File: src/design/sjq_pkg.sv
`timescale 1ns / 1ps

package sjq_pkg;

    // op codes carried in s_axis_tuser
    localparam logic OP_PUSH = 1'b0;
    localparam logic OP_POP  = 1'b1;

    // result status codes carried in m_axis_tuser
    localparam logic [1:0] ST_PUSHED = 2'd0;
    localparam logic [1:0] ST_POPPED = 2'd1;
    localparam logic [1:0] ST_EMPTY  = 2'd2;
    localparam logic [1:0] ST_FULL   = 2'd3;

    // sequencer states
    typedef enum logic [2:0] {
        S_IDLE,
        S_PUSH_RD,
        S_PUSH_CMP,
        S_POP_HEAD,
        S_POP_RD,
        S_POP_WR,
        S_OUT
    } t_sjq_state;

endpackage

File: src/design/sjq_ram.sv
`timescale 1ns / 1ps

// Entry store: one write port, one read port with registered read data.
module sjq_ram #(
    parameter int DEPTH = 16,
    parameter int WIDTH = 24
) (
    input  logic                     i_clk,
    input  logic                     i_we,
    input  logic [$clog2(DEPTH)-1:0] i_waddr,
    input  logic [WIDTH-1:0]         i_wdata,
    input  logic [$clog2(DEPTH)-1:0] i_raddr,
    output logic [WIDTH-1:0]         o_rdata
);

    logic [WIDTH-1:0] r_mem [DEPTH];
    logic [WIDTH-1:0] r_rdata;

    // write port
    always_ff @(posedge i_clk) begin
        if (i_we) begin
            r_mem[i_waddr] <= i_wdata;
        end
    end

    // registered read port
    always_ff @(posedge i_clk) begin
        r_rdata <= r_mem[i_raddr];
    end

    assign o_rdata = r_rdata;

endmodule

File: src/design/sorted_priority_job_queue_unit.sv
`timescale 1ns / 1ps

// Sorted priority job queue: holds up to QUEUE_DEPTH jobs (priority + tag) in a
// single-port-read RAM kept in descending priority order, head at address zero.
// A push (tuser = 0) walks from the tail toward the head, moving each stored job
// whose priority is not higher one slot back, then writes the new job; equal
// priorities therefore come out newest first. A pop (tuser = 1) returns the head
// and moves the rest up one slot. Each word in gives exactly one word out with a
// status (0 pushed, 1 popped, 2 pop on empty, 3 push rejected full) and the
// occupancy after the operation. The block takes one word at a time: s_axis_tready
// is high only while idle. Every moved entry costs a RAM read, then a compare and
// write back; a push moves back at most QUEUE_DEPTH-1 jobs, and a pop reads the
// head, then moves each remaining job up one slot. Full and empty cases go
// straight to the result. The result then holds until taken, and the next word is
// accepted the cycle after.
module sorted_priority_job_queue_unit #(
    parameter int QUEUE_DEPTH   = 16,
    parameter int PRIORITY_BITS = 8,
    parameter int TAG_BITS      = 16
) (
    input  logic i_clk,
    input  logic i_rst_n,

    input  logic                                   s_axis_tvalid,
    output logic                                   s_axis_tready,
    // job_priority, job_tag, zero pad
    input  logic [((PRIORITY_BITS+TAG_BITS+7)/8)*8-1:0] s_axis_tdata,
    // op
    input  logic                                   s_axis_tuser,

    output logic                                   m_axis_tvalid,
    input  logic                                   m_axis_tready,
    // out_priority, out_tag, occupancy, zero pad
    output logic [((PRIORITY_BITS+TAG_BITS+$clog2(QUEUE_DEPTH+1)+7)/8)*8-1:0] m_axis_tdata,
    // status
    output logic [1:0]                             m_axis_tuser
);

    localparam int IDX_W      = $clog2(QUEUE_DEPTH);
    localparam int OCC_W      = $clog2(QUEUE_DEPTH + 1);
    localparam int ENT_W      = PRIORITY_BITS + TAG_BITS;
    localparam int OUT_DATA_W = ((PRIORITY_BITS + TAG_BITS + OCC_W + 7) / 8) * 8;
    localparam logic [OCC_W-1:0] FULL_CNT = OCC_W'(QUEUE_DEPTH);

    sjq_pkg::t_sjq_state r_state, n_state;

    logic [OCC_W-1:0]         r_count, n_count;
    logic [OCC_W-1:0]         r_idx, n_idx;
    logic [PRIORITY_BITS-1:0] r_new_prio, n_new_prio;
    logic [TAG_BITS-1:0]      r_new_tag, n_new_tag;
    logic [1:0]               r_status, n_status;
    logic [PRIORITY_BITS-1:0] r_out_prio, n_out_prio;
    logic [TAG_BITS-1:0]      r_out_tag, n_out_tag;

    logic                     ram_we;
    logic [IDX_W-1:0]         ram_waddr;
    logic [ENT_W-1:0]         ram_wdata;
    logic [IDX_W-1:0]         ram_raddr;
    logic [ENT_W-1:0]         ram_rdata;

    logic                     in_acc;
    logic                     out_acc;
    logic [OCC_W-1:0]         idx_m1;
    logic                     idx_zero;
    logic                     pop_done;
    logic                     cmp_le;
    logic [PRIORITY_BITS-1:0] rd_prio;
    logic [TAG_BITS-1:0]      rd_tag;

    assign in_acc   = s_axis_tvalid && s_axis_tready;
    assign out_acc  = m_axis_tvalid && m_axis_tready;
    assign idx_m1   = r_idx - OCC_W'(1);
    assign idx_zero = (r_idx == '0);
    assign pop_done = (r_idx == r_count);
    assign rd_prio  = ram_rdata[PRIORITY_BITS-1:0];
    assign rd_tag   = ram_rdata[ENT_W-1:PRIORITY_BITS];

    // shared compare unit: stored job moves back when its priority is not higher
    assign cmp_le = (rd_prio <= r_new_prio);

    sjq_ram #(
        .DEPTH (QUEUE_DEPTH),
        .WIDTH (ENT_W)
    ) u_ram (
        .i_clk   (i_clk),
        .i_we    (ram_we),
        .i_waddr (ram_waddr),
        .i_wdata (ram_wdata),
        .i_raddr (ram_raddr),
        .o_rdata (ram_rdata)
    );

    // next state
    always_comb begin
        n_state = r_state;
        case (r_state)
            sjq_pkg::S_IDLE: begin
                if (in_acc) begin
                    if (s_axis_tuser == sjq_pkg::OP_PUSH) begin
                        n_state = (r_count == FULL_CNT) ? sjq_pkg::S_OUT : sjq_pkg::S_PUSH_RD;
                    end else begin
                        n_state = (r_count == '0) ? sjq_pkg::S_OUT : sjq_pkg::S_POP_HEAD;
                    end
                end
            end
            sjq_pkg::S_PUSH_RD: begin
                n_state = idx_zero ? sjq_pkg::S_OUT : sjq_pkg::S_PUSH_CMP;
            end
            sjq_pkg::S_PUSH_CMP: begin
                n_state = cmp_le ? sjq_pkg::S_PUSH_RD : sjq_pkg::S_OUT;
            end
            sjq_pkg::S_POP_HEAD: n_state = sjq_pkg::S_POP_RD;
            sjq_pkg::S_POP_RD: begin
                n_state = pop_done ? sjq_pkg::S_OUT : sjq_pkg::S_POP_WR;
            end
            sjq_pkg::S_POP_WR: n_state = sjq_pkg::S_POP_RD;
            sjq_pkg::S_OUT: begin
                if (out_acc) begin
                    n_state = sjq_pkg::S_IDLE;
                end
            end
            default: n_state = sjq_pkg::S_IDLE;
        endcase
    end

    // datapath control and RAM access
    always_comb begin
        ram_we     = 1'b0;
        ram_waddr  = r_idx[IDX_W-1:0];
        ram_wdata  = {r_new_tag, r_new_prio};
        ram_raddr  = '0;
        n_idx      = r_idx;
        n_count    = r_count;
        n_new_prio = r_new_prio;
        n_new_tag  = r_new_tag;
        n_status   = r_status;
        n_out_prio = r_out_prio;
        n_out_tag  = r_out_tag;
        case (r_state)
            sjq_pkg::S_IDLE: begin
                if (in_acc) begin
                    n_new_prio = s_axis_tdata[PRIORITY_BITS-1:0];
                    n_new_tag  = s_axis_tdata[ENT_W-1:PRIORITY_BITS];
                    n_out_prio = '0;
                    n_out_tag  = '0;
                    if (s_axis_tuser == sjq_pkg::OP_PUSH) begin
                        n_idx    = r_count;
                        n_status = sjq_pkg::ST_FULL;
                    end else begin
                        n_idx    = OCC_W'(1);
                        n_status = sjq_pkg::ST_EMPTY;
                    end
                end
            end
            sjq_pkg::S_PUSH_RD: begin
                if (idx_zero) begin
                    // reached the head: new job goes to slot zero
                    ram_we   = 1'b1;
                    n_count  = r_count + OCC_W'(1);
                    n_status = sjq_pkg::ST_PUSHED;
                end else begin
                    ram_raddr = idx_m1[IDX_W-1:0];
                end
            end
            sjq_pkg::S_PUSH_CMP: begin
                ram_we = 1'b1;
                if (cmp_le) begin
                    ram_wdata = ram_rdata;
                    n_idx     = idx_m1;
                end else begin
                    n_count  = r_count + OCC_W'(1);
                    n_status = sjq_pkg::ST_PUSHED;
                end
            end
            sjq_pkg::S_POP_HEAD: begin
                n_out_prio = rd_prio;
                n_out_tag  = rd_tag;
                n_status   = sjq_pkg::ST_POPPED;
            end
            sjq_pkg::S_POP_RD: begin
                if (pop_done) begin
                    n_count = r_count - OCC_W'(1);
                end else begin
                    ram_raddr = r_idx[IDX_W-1:0];
                end
            end
            sjq_pkg::S_POP_WR: begin
                ram_we    = 1'b1;
                ram_waddr = idx_m1[IDX_W-1:0];
                ram_wdata = ram_rdata;
                n_idx     = r_idx + OCC_W'(1);
            end
            sjq_pkg::S_OUT: begin
            end
            default: begin
            end
        endcase
    end

    // control registers
    always_ff @(posedge i_clk) begin
        if (!i_rst_n) begin
            r_state <= sjq_pkg::S_IDLE;
            r_count <= '0;
        end else begin
            r_state <= n_state;
            r_count <= n_count;
        end
    end

    // payload registers
    always_ff @(posedge i_clk) begin
        r_idx      <= n_idx;
        r_new_prio <= n_new_prio;
        r_new_tag  <= n_new_tag;
        r_status   <= n_status;
        r_out_prio <= n_out_prio;
        r_out_tag  <= n_out_tag;
    end

    // ports
    assign s_axis_tready = (r_state == sjq_pkg::S_IDLE);
    assign m_axis_tvalid = (r_state == sjq_pkg::S_OUT);
    assign m_axis_tuser  = r_status;
    assign m_axis_tdata  = OUT_DATA_W'({r_count, r_out_tag, r_out_prio});

    // checks
    a_count_bound: assert property (@(posedge i_clk) disable iff (!i_rst_n)
        r_count <= FULL_CNT)
        else $error("occupancy above queue depth");

    a_one_side: assert property (@(posedge i_clk) disable iff (!i_rst_n)
        !(s_axis_tready && m_axis_tvalid))
        else $error("ready while a result is pending");

    a_busy_after_accept: assert property (@(posedge i_clk) disable iff (!i_rst_n)
        in_acc |=> !s_axis_tready)
        else $error("ready again right after accept");

    a_full_status: assert property (@(posedge i_clk) disable iff (!i_rst_n)
        (m_axis_tvalid && r_status == sjq_pkg::ST_FULL) |-> (r_count == FULL_CNT))
        else $error("full status with free slots");

    a_empty_status: assert property (@(posedge i_clk) disable iff (!i_rst_n)
        (m_axis_tvalid && r_status == sjq_pkg::ST_EMPTY) |-> (r_count == '0))
        else $error("empty status with jobs held");

endmodule

File: config.mk
export PLATFORM = sky130hd
export DESIGN_NAME = sorted_priority_job_queue_unit
export DESIGN_NICKNAME = d
export VERILOG_FILES = /design/src/design/sjq_pkg.sv /design/src/design/sjq_ram.sv /design/src/design/sorted_priority_job_queue_unit.sv
export SDC_FILE = /design/constraint.sdc
export NUM_CORES = 1
export LEC_CHECK = 0
export BUFFER_PORTS_ARGS = -buffer_cell sky130_fd_sc_hd__buf_2
export CELL_PAD_IN_SITES_DETAIL_PLACEMENT = 1
export CELL_PAD_IN_SITES_GLOBAL_PLACEMENT = 1
export CORE_MARGIN = 2
export CORE_UTILIZATION = 49
export CTS_CLUSTER_SIZE = 20
export DETAILED_ROUTE_END_ITERATION = 8
export PLACE_DENSITY_LB_ADDON = 0.1
export SLEW_MARGIN = 10
export SYNTH_ARGS = -nofsm -noshare
export SYNTH_HDL_FRONTEND = slang
export SYNTH_HIERARCHICAL = 1
export SYNTH_SLANG_ARGS = --single-unit
File: constraint.sdc
create_clock -name i_clk -period 3.9 [get_ports i_clk]
set_clock_uncertainty 0.1 [all_clocks]
set_input_delay 0.39 -clock i_clk [delete_from_list [all_inputs] [get_ports i_clk]]
set_output_delay 0.39 -clock i_clk [all_outputs]
set_load 0.1 [all_outputs]
==> metrics.md, run 1 <==
| Metric | Value |
|---|---|
| Outcome | `completed` |
| Vias in the first global route | `about 10k` |
| Post-synth ARST share | `0%` |
| Max-cap violations | `0` |
| Post-detailed-route count of antenna-violating nets | `0` |
| Die width | `198 um` |
| Least-Margin Pin Slew | `1.13 ns` |
| Number of flops mapped to enable cells by yosys | `between 400 and 500` |
| First-pass GRT wire length | `65.6 mm` |
| Core Rows | `71` |
| Die Y-Extent | `198 um` |
| Startpoint class of the critical path | `flop` |
| Placed instance count | `1482` |
| Final Net Count | `1127` |
| Avg Cell Area, Syn | `between 15 and 20 sq um` |
| Setup CP Type | `flop to flop` |
| CP arrival | `about 4.0 ns` |
| Cell variety after synth | `56` |
| Synth Area in Adders | `1.13%` |
| CP endpoint kind | `flop` |
| Routability cong. | `approximately 0.8` |
| Area grow syn2layout | `16.8%` |
| DRT iter0 DRCs | `between 600 and 700` |
| Layout cells sized above 1 | `between 20% and 30%` |
| Required time worst endpoint | `4.25 ns` |
| Critical Path Fanout Max | `24` |
| Hpwl dp | `25.6 mm` |
| Via count | `between 9k and 10k` |
| Largest net degree at the start of global routing | `25` |
| Post-route minimum period | `3.61 ns` |
| Drt drc | `0` |
| Worst-Skew Late Latency | `0.58 ns` |
| Placed instance area | `~20000 sq um` |
| Vias per cell | `5.93` |
| TritonCTS clock tree | `yes` |
| Worst slack at placement | `about 0.3 ns` |
| Simple logic cell fraction of the synthesized area | `4.05%` |
| Initial antenna violation count | `1` |
| Largest family of logic cells by synthesized area | `multiplexers` |
| Worst Setup Slack, final | `0.286 ns` |
| Cell Pwr Density | `778 nW/um^2` |
| Num Clock Sinks | `around 470` |
| Top FF cell, synth | `edfxtp_1` |
| Commonest non-fill, non-tap cells in the layout | `439 x edfxtp_1, 96 x mux4_2, 61 x buf_2` |
| CTS buffer count | `48` |
| Die Area | `39100 sq um` |
| Total negative slack | `0 ns` |
| Final hold vios | `0` |
| Starting Density | `between 40% and 50%` |
| Slew Limit Fails | `0` |
| Post-synthesis cell area | `between 15000 and 20000 sq um` |
| PortBufs | `61` |
| Worst path slowest cell | `o21ai_4` |
| Max_slew headroom | `24.6%` |
| Area fraction in compound gates after synthesis | `approximately 4%` |
| Worst vdd ir | `512 uV` |
| Synth Area in XOR/XNOR | `0.707%` |
| DRT Pass-1 Iters | `4` |
| Fin crit share | `92.7%` |
| Hold Path Class | `input port to flop` |
| GRT Total Usage | `23.4%` |
| CTS H-Tree Depth | `2` |
| Global route total overflow | `0` |
| FMAX | `277 MHz` |
| Routed WL per cell | `27.3 um` |
| Worst path max stage delay | `0.89 ns` |
| Cell family with most CP delay | `compound AO/OA/AOI/OAI gates` |
| Register bit total from synthesis | `about 470` |
| RSZ-0062 raised after global routing | `no` |
| Core area | `37300 sq um` |
| Ordered cell list for the critical path | `inv_1, ha_1, nor4b_2, nor2_1, nand2_1, o21ai_4, buf_12, mux4_2, a22oi_1, nand2_1` |
| Final non-filler cell total | `1595` |
| P_leak | `7.05 nW` |
| Max clock buf depth | `3` |
| Root buffer cell | `clkbuf_16` |
| Buf+Inv Stages, Crit Path | `2` |
| Design Area, Final | `21500 sq um` |
| Post-synthesis mux area share | `13.2%` |
| Mapped Cells | `944` |
| Post-Route WL | `between 40 and 50 mm` |
| Synth warnings | `6` |
| Post-synthesis sequential area ratio | `75.1%` |
| # IOs | `65` |
| Setup-failing EPs final | `0` |
| Commonest non-fill, non-tap cell in the layout | `edfxtp_1` |
| Post-layout util | `57.7%` |
| CP most frequent cell | `nand2_1` |
| Clk slew on worst S/H paths | `0.06 ns` |
## path summary, 6_finish.rpt
kind | start | to | slack (ns) | cells after the start
max | r_idx[0] | u_ram/o_rdata[2] | 0.29 | 10
min | i_rst_n | r_state[2] | 0.04 | 2
max reg2reg | r_idx[0] | u_ram/o_rdata[2] | 0.29 | 10
min reg2reg | u_ram/o_rdata[21] | r_out_tag[13] | 0.43 | 1
## sequential cells by signal, indices dropped and copies added, names as in the netlist
register	flops
u_ram/r_mem	384
u_ram/o_rdata	24
r_new_tag	16
r_out_tag	16
r_new_prio	8
r_out_prio	8
r_count	5
r_idx	5
r_state	3
m_axis_tuser	2
## metrics by stage
| step | hold WS [ns] | power [mW] |
|---|---|---|
| 3_3_place_gp | 0.410 | 12.4 |
| 6_report | 0.0384 | 16.7 |
| 3_5_place_dp | 0.417 | 12.5 |
| 2_1_floorplan | 0.389 | 10.8 |
| 5_1_grt | 0.0546 | 17.5 |
| 4_1_cts | 0.0174 | 16.9 |
## cells in the mapped netlist (6+ instances only)
library cell / number / area share [%]
mux4_2: 96 / 12
buf_6: 6 / 0.37
xnor2_1: 9 / 0.43
ha_1: 15 / 1.0
edfxtp_1: 439 / 72
dfxtp_1: 32 / 3.5
nand3_1: 8 / 0.22
clkbuf_1: 24 / 0.49
nand2_1: 43 / 0.88
buf_2: 13 / 0.35
mux2_2: 21 / 1.3
inv_1: 20 / 0.41
nor3_1: 11 / 0.30
o21ai_0: 14 / 0.38
a22oi_1: 49 / 2.0
a21oi_1: 20 / 0.54
nor2_1: 29 / 0.59
and2_1: 24 / 0.82
## layer usage
layer	GRT usage (%)	part of all wire (%)	routed length, um
met3	4.46	5.6	2460
met2	38.4	49	21500
met4	6.88	2.0	863
met5	0	0	0
met1	32.1	43	18800
## final cells by class
class / instances / area, sq um
Multi-Input combinational cell: 406 / 4430
Fill cell: 3253 / 15800
Clock buffer: 67 / 1330
Sequential cell: 471 / 13800
Clock inverter: 21 / 150
Timing Repair Buffer: 135 / 1110
Antenna cell: 1 / 2.50
Tap cell: 474 / 593
Inverter: 20 / 75.1
## kinds of logic (layout without fill, tap and decap cells)
kind of cell | Yosys count | in the layout
flops | 471 | 471
other cells | 1 | 4
fa+ha+maj | 16 | 16
mux | 120 | 120
compound gates | 105 | 105
buf+inv | 69 | 243
xor+xnor | 14 | 14
simple gates | 148 | 148
## repair_timing
action / 4_1_cts / 5_1_grt
setup buffers: 0 / 0
resized for setup: 0 / 0
hold buffers: 24 / 0
endpoints found under the hold margin: 24 / 0
## power breakdown
group	switching [mW]	total [mW]	internal, mW
sequential	0.285	7.04	6.76
clock	1.88	4.34	2.46
combinational	3.55	5.37	1.82
(Power assumes the default switching activity.)
==> run 2: changes to the inputs <==
- BUFFER_PORTS_ARGS: -buffer_cell sky130_fd_sc_hd__buf_2 -> not set
- CORE_UTILIZATION: 49 -> 42
- DONT_BUFFER_PORTS: not set -> 1
- REMOVE_ABC_BUFFERS: not set -> 1
==> run 2 against run 1 <==
  * Final cell count up 4.5%
  * Via count fell by 3.2%
  * Count of clock-buffer cells in the layout up 5
  * Die area rose by 16%
  * Register-to-register slack improved by 0.14 ns
  * Cell area is 0.74% higher
  * Combinational power down 13%
  * Flip-flop and latch count unchanged
  * Worst hold slack improved by 0.070 ns
  * Sequential share of layout area shrank 0.47 points
  * Power increased by 2.6%
==> metrics.md, run 2 (synthesized netlist as in run 1, its figures left out) <==
| Metric | Value |
|---|---|
| Num Clock Sinks | `471 (unchanged)` |
| Critical Path Fanout Max | `13 (-46%)` |
| DRT Pass-1 Iters | `5 (+1)` |
| R2r worst-path depth | `8 (-2)` |
| Commonest non-fill, non-tap cell in the layout | `edfxtp_1` |
| Routability cong. | `0.795 (-0.31%)` |
| Cell Pwr Density | `793 nW/um^2 (+1.8%)` |
| # resized after CTS | `0 (unchanged)` |
| Clk slew on worst S/H paths | `0.06 ns (about the same)` |
| CTS H-Tree Depth | `2 (unchanged)` |
| Setup CP Type | `flop to flop` |
| Post-route minimum period | `3.47 ns (-0.143 ns)` |
| Fin crit share | `89.0% (-3.7 points)` |
| Worst vdd ir | `437 uV (-15%)` |
| Required time worst endpoint | `4.06 ns (-0.19 ns)` |
| Worst path max stage delay | `0.63 ns (-0.26 ns)` |
| Layout filler cell count | `3933 (+21%)` |
| Core area | `43200 sq um (+16%)` |
| Drt drc | `0 (unchanged)` |
| Post-detailed-route count of antenna-violating nets | `0 (unchanged)` |
| Setup-failing EPs final | `0 (unchanged)` |
| Post-Route WL | `44.1 mm (+1.0%)` |
| Hold Path Class | `input port to flop` |
| Largest net degree at the start of global routing | `36 (+44%)` |
| Startpoint class of the critical path | `flop` |
| Vias per cell | `5.49 (-7.4%)` |
| P_leak | `6.97 nW (-1.1%)` |
| Largest register FFs | `384 (unchanged)` |
| Area grow syn2layout | `17.7%` |
| CP arrival | `3.63 ns (-0.34 ns)` |
| Max-cap violations | `0 (unchanged)` |
| Die width | `213 um (+7.9%)` |
| Hpwl dp | `26.6 mm (+4.2%)` |
| Least-Margin Pin Slew | `0.912 ns (-0.214 ns)` |
| Die Y-Extent | `213 um (+7.9%)` |
| Vias in the first global route | `9780 (-4.7%)` |
| TritonCTS clock tree | `yes` |
| CP endpoint kind | `flop` |
| RSZ-0062 raised after global routing | `no` |
| Power Total | `17.2 mW (+2.6%)` |
| Ordered cell list for the critical path | `nor2b_1, nand2_1, inv_1, nand2_1, xnor2_1, or3b_2, nor3_2, buf_4` |
| Hold_ws | `0.108 ns (+0.0697 ns)` |
| First-pass GRT wire length | `65.5 mm (-0.13%)` |
| Max_slew headroom | `39.3% (+15 points)` |
| Core Rows | `76 (+7.0%)` |
| Max clock buf depth | `3 (unchanged)` |
| PortBufs | `0 (-100%)` |
| Postcts setup bufs | `0 (unchanged)` |
| DRT iter0 DRCs | `635 (+2.8%)` |
| Root buffer cell | `clkbuf_16` |
| FMAX | `288 MHz (+4.1%)` |
| Worst path slowest cell | `dfxtp_1` |
| Routed WL per cell | `26.5 um (-3.3%)` |
| Commonest non-fill, non-tap cells in the layout | `439 x edfxtp_1, 96 x mux4_2, 51 x clkbuf_16` |
| Worst-Skew Late Latency | `0.59 ns (about the same)` |
| Final hold vios | `0 (unchanged)` |
| Starting Density | `42.7% (-6.7 points)` |
| # IOs | `65 (unchanged)` |
| GRT Total Usage | `20.2% (-3.2 points)` |
| Outcome | `completed` |
| Die Area | `45500 sq um (+16%)` |
| Initial antenna violation count | `0 (-1)` |
| CTS buffer count | `50 (+4.2%)` |
| Hold Crit Depth | `2 (unchanged)` |
| Final non-filler cell total | `1666 (+4.5%)` |
| Reg with most FFs | `u_ram/r_mem` |
| CP most frequent cell | `nand2_1` |
| Total negative slack | `0 ns (unchanged)` |
| Via count | `9146 (-3.2%)` |
| Slew Limit Fails | `0 (unchanged)` |
| Global route total overflow | `0 (unchanged)` |
| Final Net Count | `1084 (-3.8%)` |
| Placed instance count | `1543 (+4.1%)` |
| Layout cells sized above 1 | `26.6% (-2.7 points)` |
==> run 2: changes by cell type in the layout (fill, tap and decap cells not counted), sizes merged <==
cell	delta
clkinv	-4
clkbuf	+5
dlygate4sd3	+5
buf	-50
inv	+1
bufinv	+3
==> run 2: final timing paths <==
kind | startpoint | end | slack [ns]
worst max register to register | r_state[0] | u_ram/r_mem[0][17] | 0.43
worst min register to register | u_ram/o_rdata[8] | r_out_tag[0] | 0.44
worst min-delay path | s_axis_tuser | r_idx[0] | 0.11
worst max-delay path | r_state[0] | u_ram/r_mem[0][17] | 0.43
==> run 2: metrics by stage <==
| step | cell area (sq um) | utilization [%] | setup WS [ns] |
|---|---|---|---|
| after floorplan | 18200 | - | -7.20 |
| after global placement | 19700 | 45.7 | 0.531 |
| after detailed placement | 19700 | 45.7 | 0.454 |
| after CTS | 21700 | 50.2 | 0.432 |
| after global routing | 21700 | 50.2 | 0.140 |
| final | 21700 | 50.2 | 0.429 |
==> run 2: where the power goes <==
part | total (mW) | internal [mW] | switching [mW]
Combinational | 4.69 | 1.83 | 2.85
Sequential | 7.78 | 6.76 | 1.02
Clock | 4.71 | 2.79 | 1.92
==> run 2: critical path: cells and delay by family, from the launching register on <==
family	cells	cell delay, ns
DFF	1	0.63
buffers and inverters	2	0.69
xor gates and xnor gates	1	0.18
and+or+nand+nor	5	1.52
==> run 2: repair_timing <==
item	in CTS	in global routing
endpoints found under the setup margin	0	0
hold endpoints to repair	33	0
hold buffers	29	0
==> run 2: cell type report <==
type | count | area [sq um] | share of cell area (%)
inverters | 20 | 75.1 | 0.346
clock buffers | 72 | 1420 | 6.53
well taps | 585 | 732 | 3.38
repair buffers | 90 | 976 | 4.50
flip-flops and latches | 471 | 13800 | 63.8
clock inverters | 21 | 224 | 1.03
diodes | 1 | 2.50 | 0.0115
multi-input cells | 406 | 4420 | 20.4
==> run 2: metal layers <==
layer | vias to the layer above | GRT usage (%) | wire length [um]
li1 | 4019 | - | -
met1 | 4901 | 27.6 | 19600
met2 | 171 | 33.8 | 22000
met3 | 55 | 3.50 | 1640
met4 | 0 | 5.36 | 878
met5 | - | 0 | 0
==> run 3: changes to the inputs <==
- clock period: 3.9 -> 3.8 ns (I/O delays scaled with it)
==> run 3 against run 2 <==
  * Via count is 0.34% higher
  * Global-route usage is 0.059 points lower
  * Register-to-register slack better by 0.07 ns
  * Routed wire length is 0.32% lower
  * Utilization is 0.061 points lower
  * Sequential share of layout area is 0.077 points higher
  * Fmax is 5.2% higher
  * Worst setup slack better by 0.072 ns
  * Count of clock-buffer cells in the layout is 11 lower
  * Combinational power is 2% higher
  * Critical path type unchanged
  * Largest cell class unchanged
==> metrics.md, run 3 (synthesized netlist as in run 1, its figures left out) <==
| Metric | Value |
|---|---|
| Setup CP Type | `flop to flop` |
| Post-detailed-route count of antenna-violating nets | `0 (unchanged)` |
| Hpwl dp | `25.6 mm (-3.8%)` |
| Final Net Count | `1085 (+0.092%)` |
| Commonest non-fill, non-tap cells in the layout | `439 x edfxtp_1, 96 x mux4_2, 50 x clkbuf_16` |
| Final non-filler cell total | `1664 (-0.12%)` |
| CTS H-Tree Depth | `2 (unchanged)` |
| Psw | `5.90 mW (+1.9%)` |
| Clk slew on worst S/H paths | `0.06 ns (about the same)` |
| First-pass GRT wire length | `65.5 mm (about the same)` |
| CP endpoint kind | `flop` |
| Vias in the first global route | `9894 (+1.2%)` |
| Required time worst endpoint | `3.96 ns (-0.10 ns)` |
| Largest net degree at the start of global routing | `66 (+83%)` |
| Layout cells sized above 1 | `26.0% (-0.53 points)` |
| Startpoint class of the critical path | `flop` |
| Largest register FFs | `384 (unchanged)` |
| Hold Path Class | `input port to flop` |
| Logic pwr share | `27.4% (about the same)` |
| Outcome | `completed` |
| Max clock buf depth | `3 (unchanged)` |
| Hold Crit Depth | `3 (+1)` |
| Reg with most FFs | `u_ram/r_mem` |
| Max-cap violations | `0 (unchanged)` |
| Die Y-Extent | `213 um (unchanged)` |
| Hold-fix buffers, CTS | `29 (unchanged)` |
| Layout filler cell count | `3937 (+0.10%)` |
| CP arrival | `3.46 ns (-0.17 ns)` |
| Num Clock Sinks | `471 (unchanged)` |
| # resized after CTS | `0 (unchanged)` |
| Post-layout util | `50.1% (-0.061 points)` |
| Post-Route WL | `43.9 mm (-0.32%)` |
| Final hold vios | `0 (unchanged)` |
| Sequential share of power | `45.6% (+0.3 points)` |
| Max_slew headroom | `29.9% (-9.4 points)` |
| Routability cong. | `0.776 (-2.3%)` |
| Starting Density | `42.7% (unchanged)` |
| TritonCTS clock tree | `yes` |
| Power Total | `17.4 mW (+1.5%)` |
| P_leak | `6.94 nW (-0.42%)` |
| Commonest non-fill, non-tap cell in the layout | `edfxtp_1` |
| Area grow syn2layout | `17.5%` |
| PortBufs | `0 (unchanged)` |
| Root buffer cell | `clkbuf_16` |
| Net Sw Frac | `33.8% (+0.10 points)` |
| Critical Path Fanout Max | `24 (+11)` |
| Worst vdd ir | `490 uV (+12%)` |
| Initial antenna violation count | `1 (+1)` |
| FMAX | `303 MHz (+5.2%)` |
| Core Rows | `76 (unchanged)` |
| Post-route minimum period | `3.30 ns (-0.172 ns)` |
| R2r worst-path depth | `8 (unchanged)` |
| CTS buffer count | `50 (unchanged)` |
| Vias per cell | `5.52 (+0.46%)` |
| Core area | `43200 sq um (unchanged)` |
| Least-Margin Pin Slew | `1.05 ns (+0.134 ns)` |
| Routed WL per cell | `26.4 um (-0.20%)` |
| Global route total overflow | `0 (unchanged)` |
| N_diodes | `0 (-1)` |
| Setup-failing EPs final | `0 (unchanged)` |
| Drt drc | `0 (unchanged)` |
| Via count | `9177 (+0.34%)` |
| Power Internal | `11.5 mW (+1.4%)` |
| Slew Limit Fails | `0 (unchanged)` |
| Worst-Skew Late Latency | `0.59 ns (about the same)` |
| Placed instance count | `1544 (+0.065%)` |
| RSZ-0062 raised after global routing | `no` |
| # IOs | `65 (unchanged)` |
| DRT iter0 DRCs | `790 (+24%)` |
| DRT Pass-1 Iters | `5 (unchanged)` |
| Postcts setup bufs | `0 (unchanged)` |
| Fin crit share | `86.8% (-2.2 points)` |
| Die width | `213 um (unchanged)` |
| Clock share of power | `26.9% (-0.5 points)` |
| GRT Total Usage | `20.1% (-0.059 points)` |
| Die Area | `45500 sq um (unchanged)` |
| Cell Pwr Density | `806 nW/um^2 (+1.7%)` |
## run 3: area by class of cell
type	instances	area (sq um)	share of cell area, %
clock buffer	61	1300	6.02
clock inverter	30	268	1.24
inverter	20	75.1	0.347
multi-input combinational	406	4420	20.4
sequential	471	13800	63.9
tap	585	732	3.38
timing repair buffer	91	1020	4.72
## run 3: through the flow
| stage | TNS (ns) | instance area [sq um] | hold WS [ns] | worst slack (ns) |
|---|---|---|---|---|
| 2_1_floorplan | -212.39 | 18200 | 0.379 | -7.30 |
| 3_3_place_gp | 0 | 19800 | 0.379 | 0.553 |
| 3_5_place_dp | 0 | 19800 | 0.379 | 0.522 |
| 4_1_cts | 0 | 21600 | 0.0131 | 0.462 |
| 5_1_grt | 0 | 21600 | 0.0743 | 0.267 |
| 6_report | 0 | 21600 | 0.0502 | 0.502 |
## run 3: path summary, 6_finish.rpt
path / slack [ns] / end / start
setup / recovery: 0.50 / u_ram/r_mem[0][17] / r_idx[0]
setup reg to reg: 0.50 / u_ram/r_mem[0][17] / r_idx[0]
hold / removal: 0.05 / r_state[0] / s_axis_tvalid
hold reg to reg: 0.45 / r_out_tag[3] / u_ram/o_rdata[11]
## run 3: power groups by stage
stage / Combinational [mW] / Sequential, mW / Clock, mW
3_3_place_gp: 4.77 / 8.07 / 0
3_5_place_dp: 4.84 / 8.07 / 0
6_report: 4.79 / 7.96 / 4.70
4_1_cts: 4.89 / 7.97 / 4.82
5_1_grt: 5.25 / 8.03 / 5.02
2_1_floorplan: 3.21 / 8.06 / 0
## run 3: metal layers
layer  vias up  global-route usage [%]  share of wire, %
met5         -                       0                 0
li1       4030                       -                 -
met3        75                    3.51               3.8
met2       176                    33.0                48
met1      4896                    27.4                45
met4         0                    7.04               2.9
## run 3: critical path, cell delays in order (launching register included)
cell,delay (ns)
edfxtp_1,0.38
inv_1,0.19
ha_1,0.18
nor4b_2,0.35
nor2_1,0.16
o21ai_0,0.47
or3b_2,0.63
nor3_2,0.24
buf_12,0.26
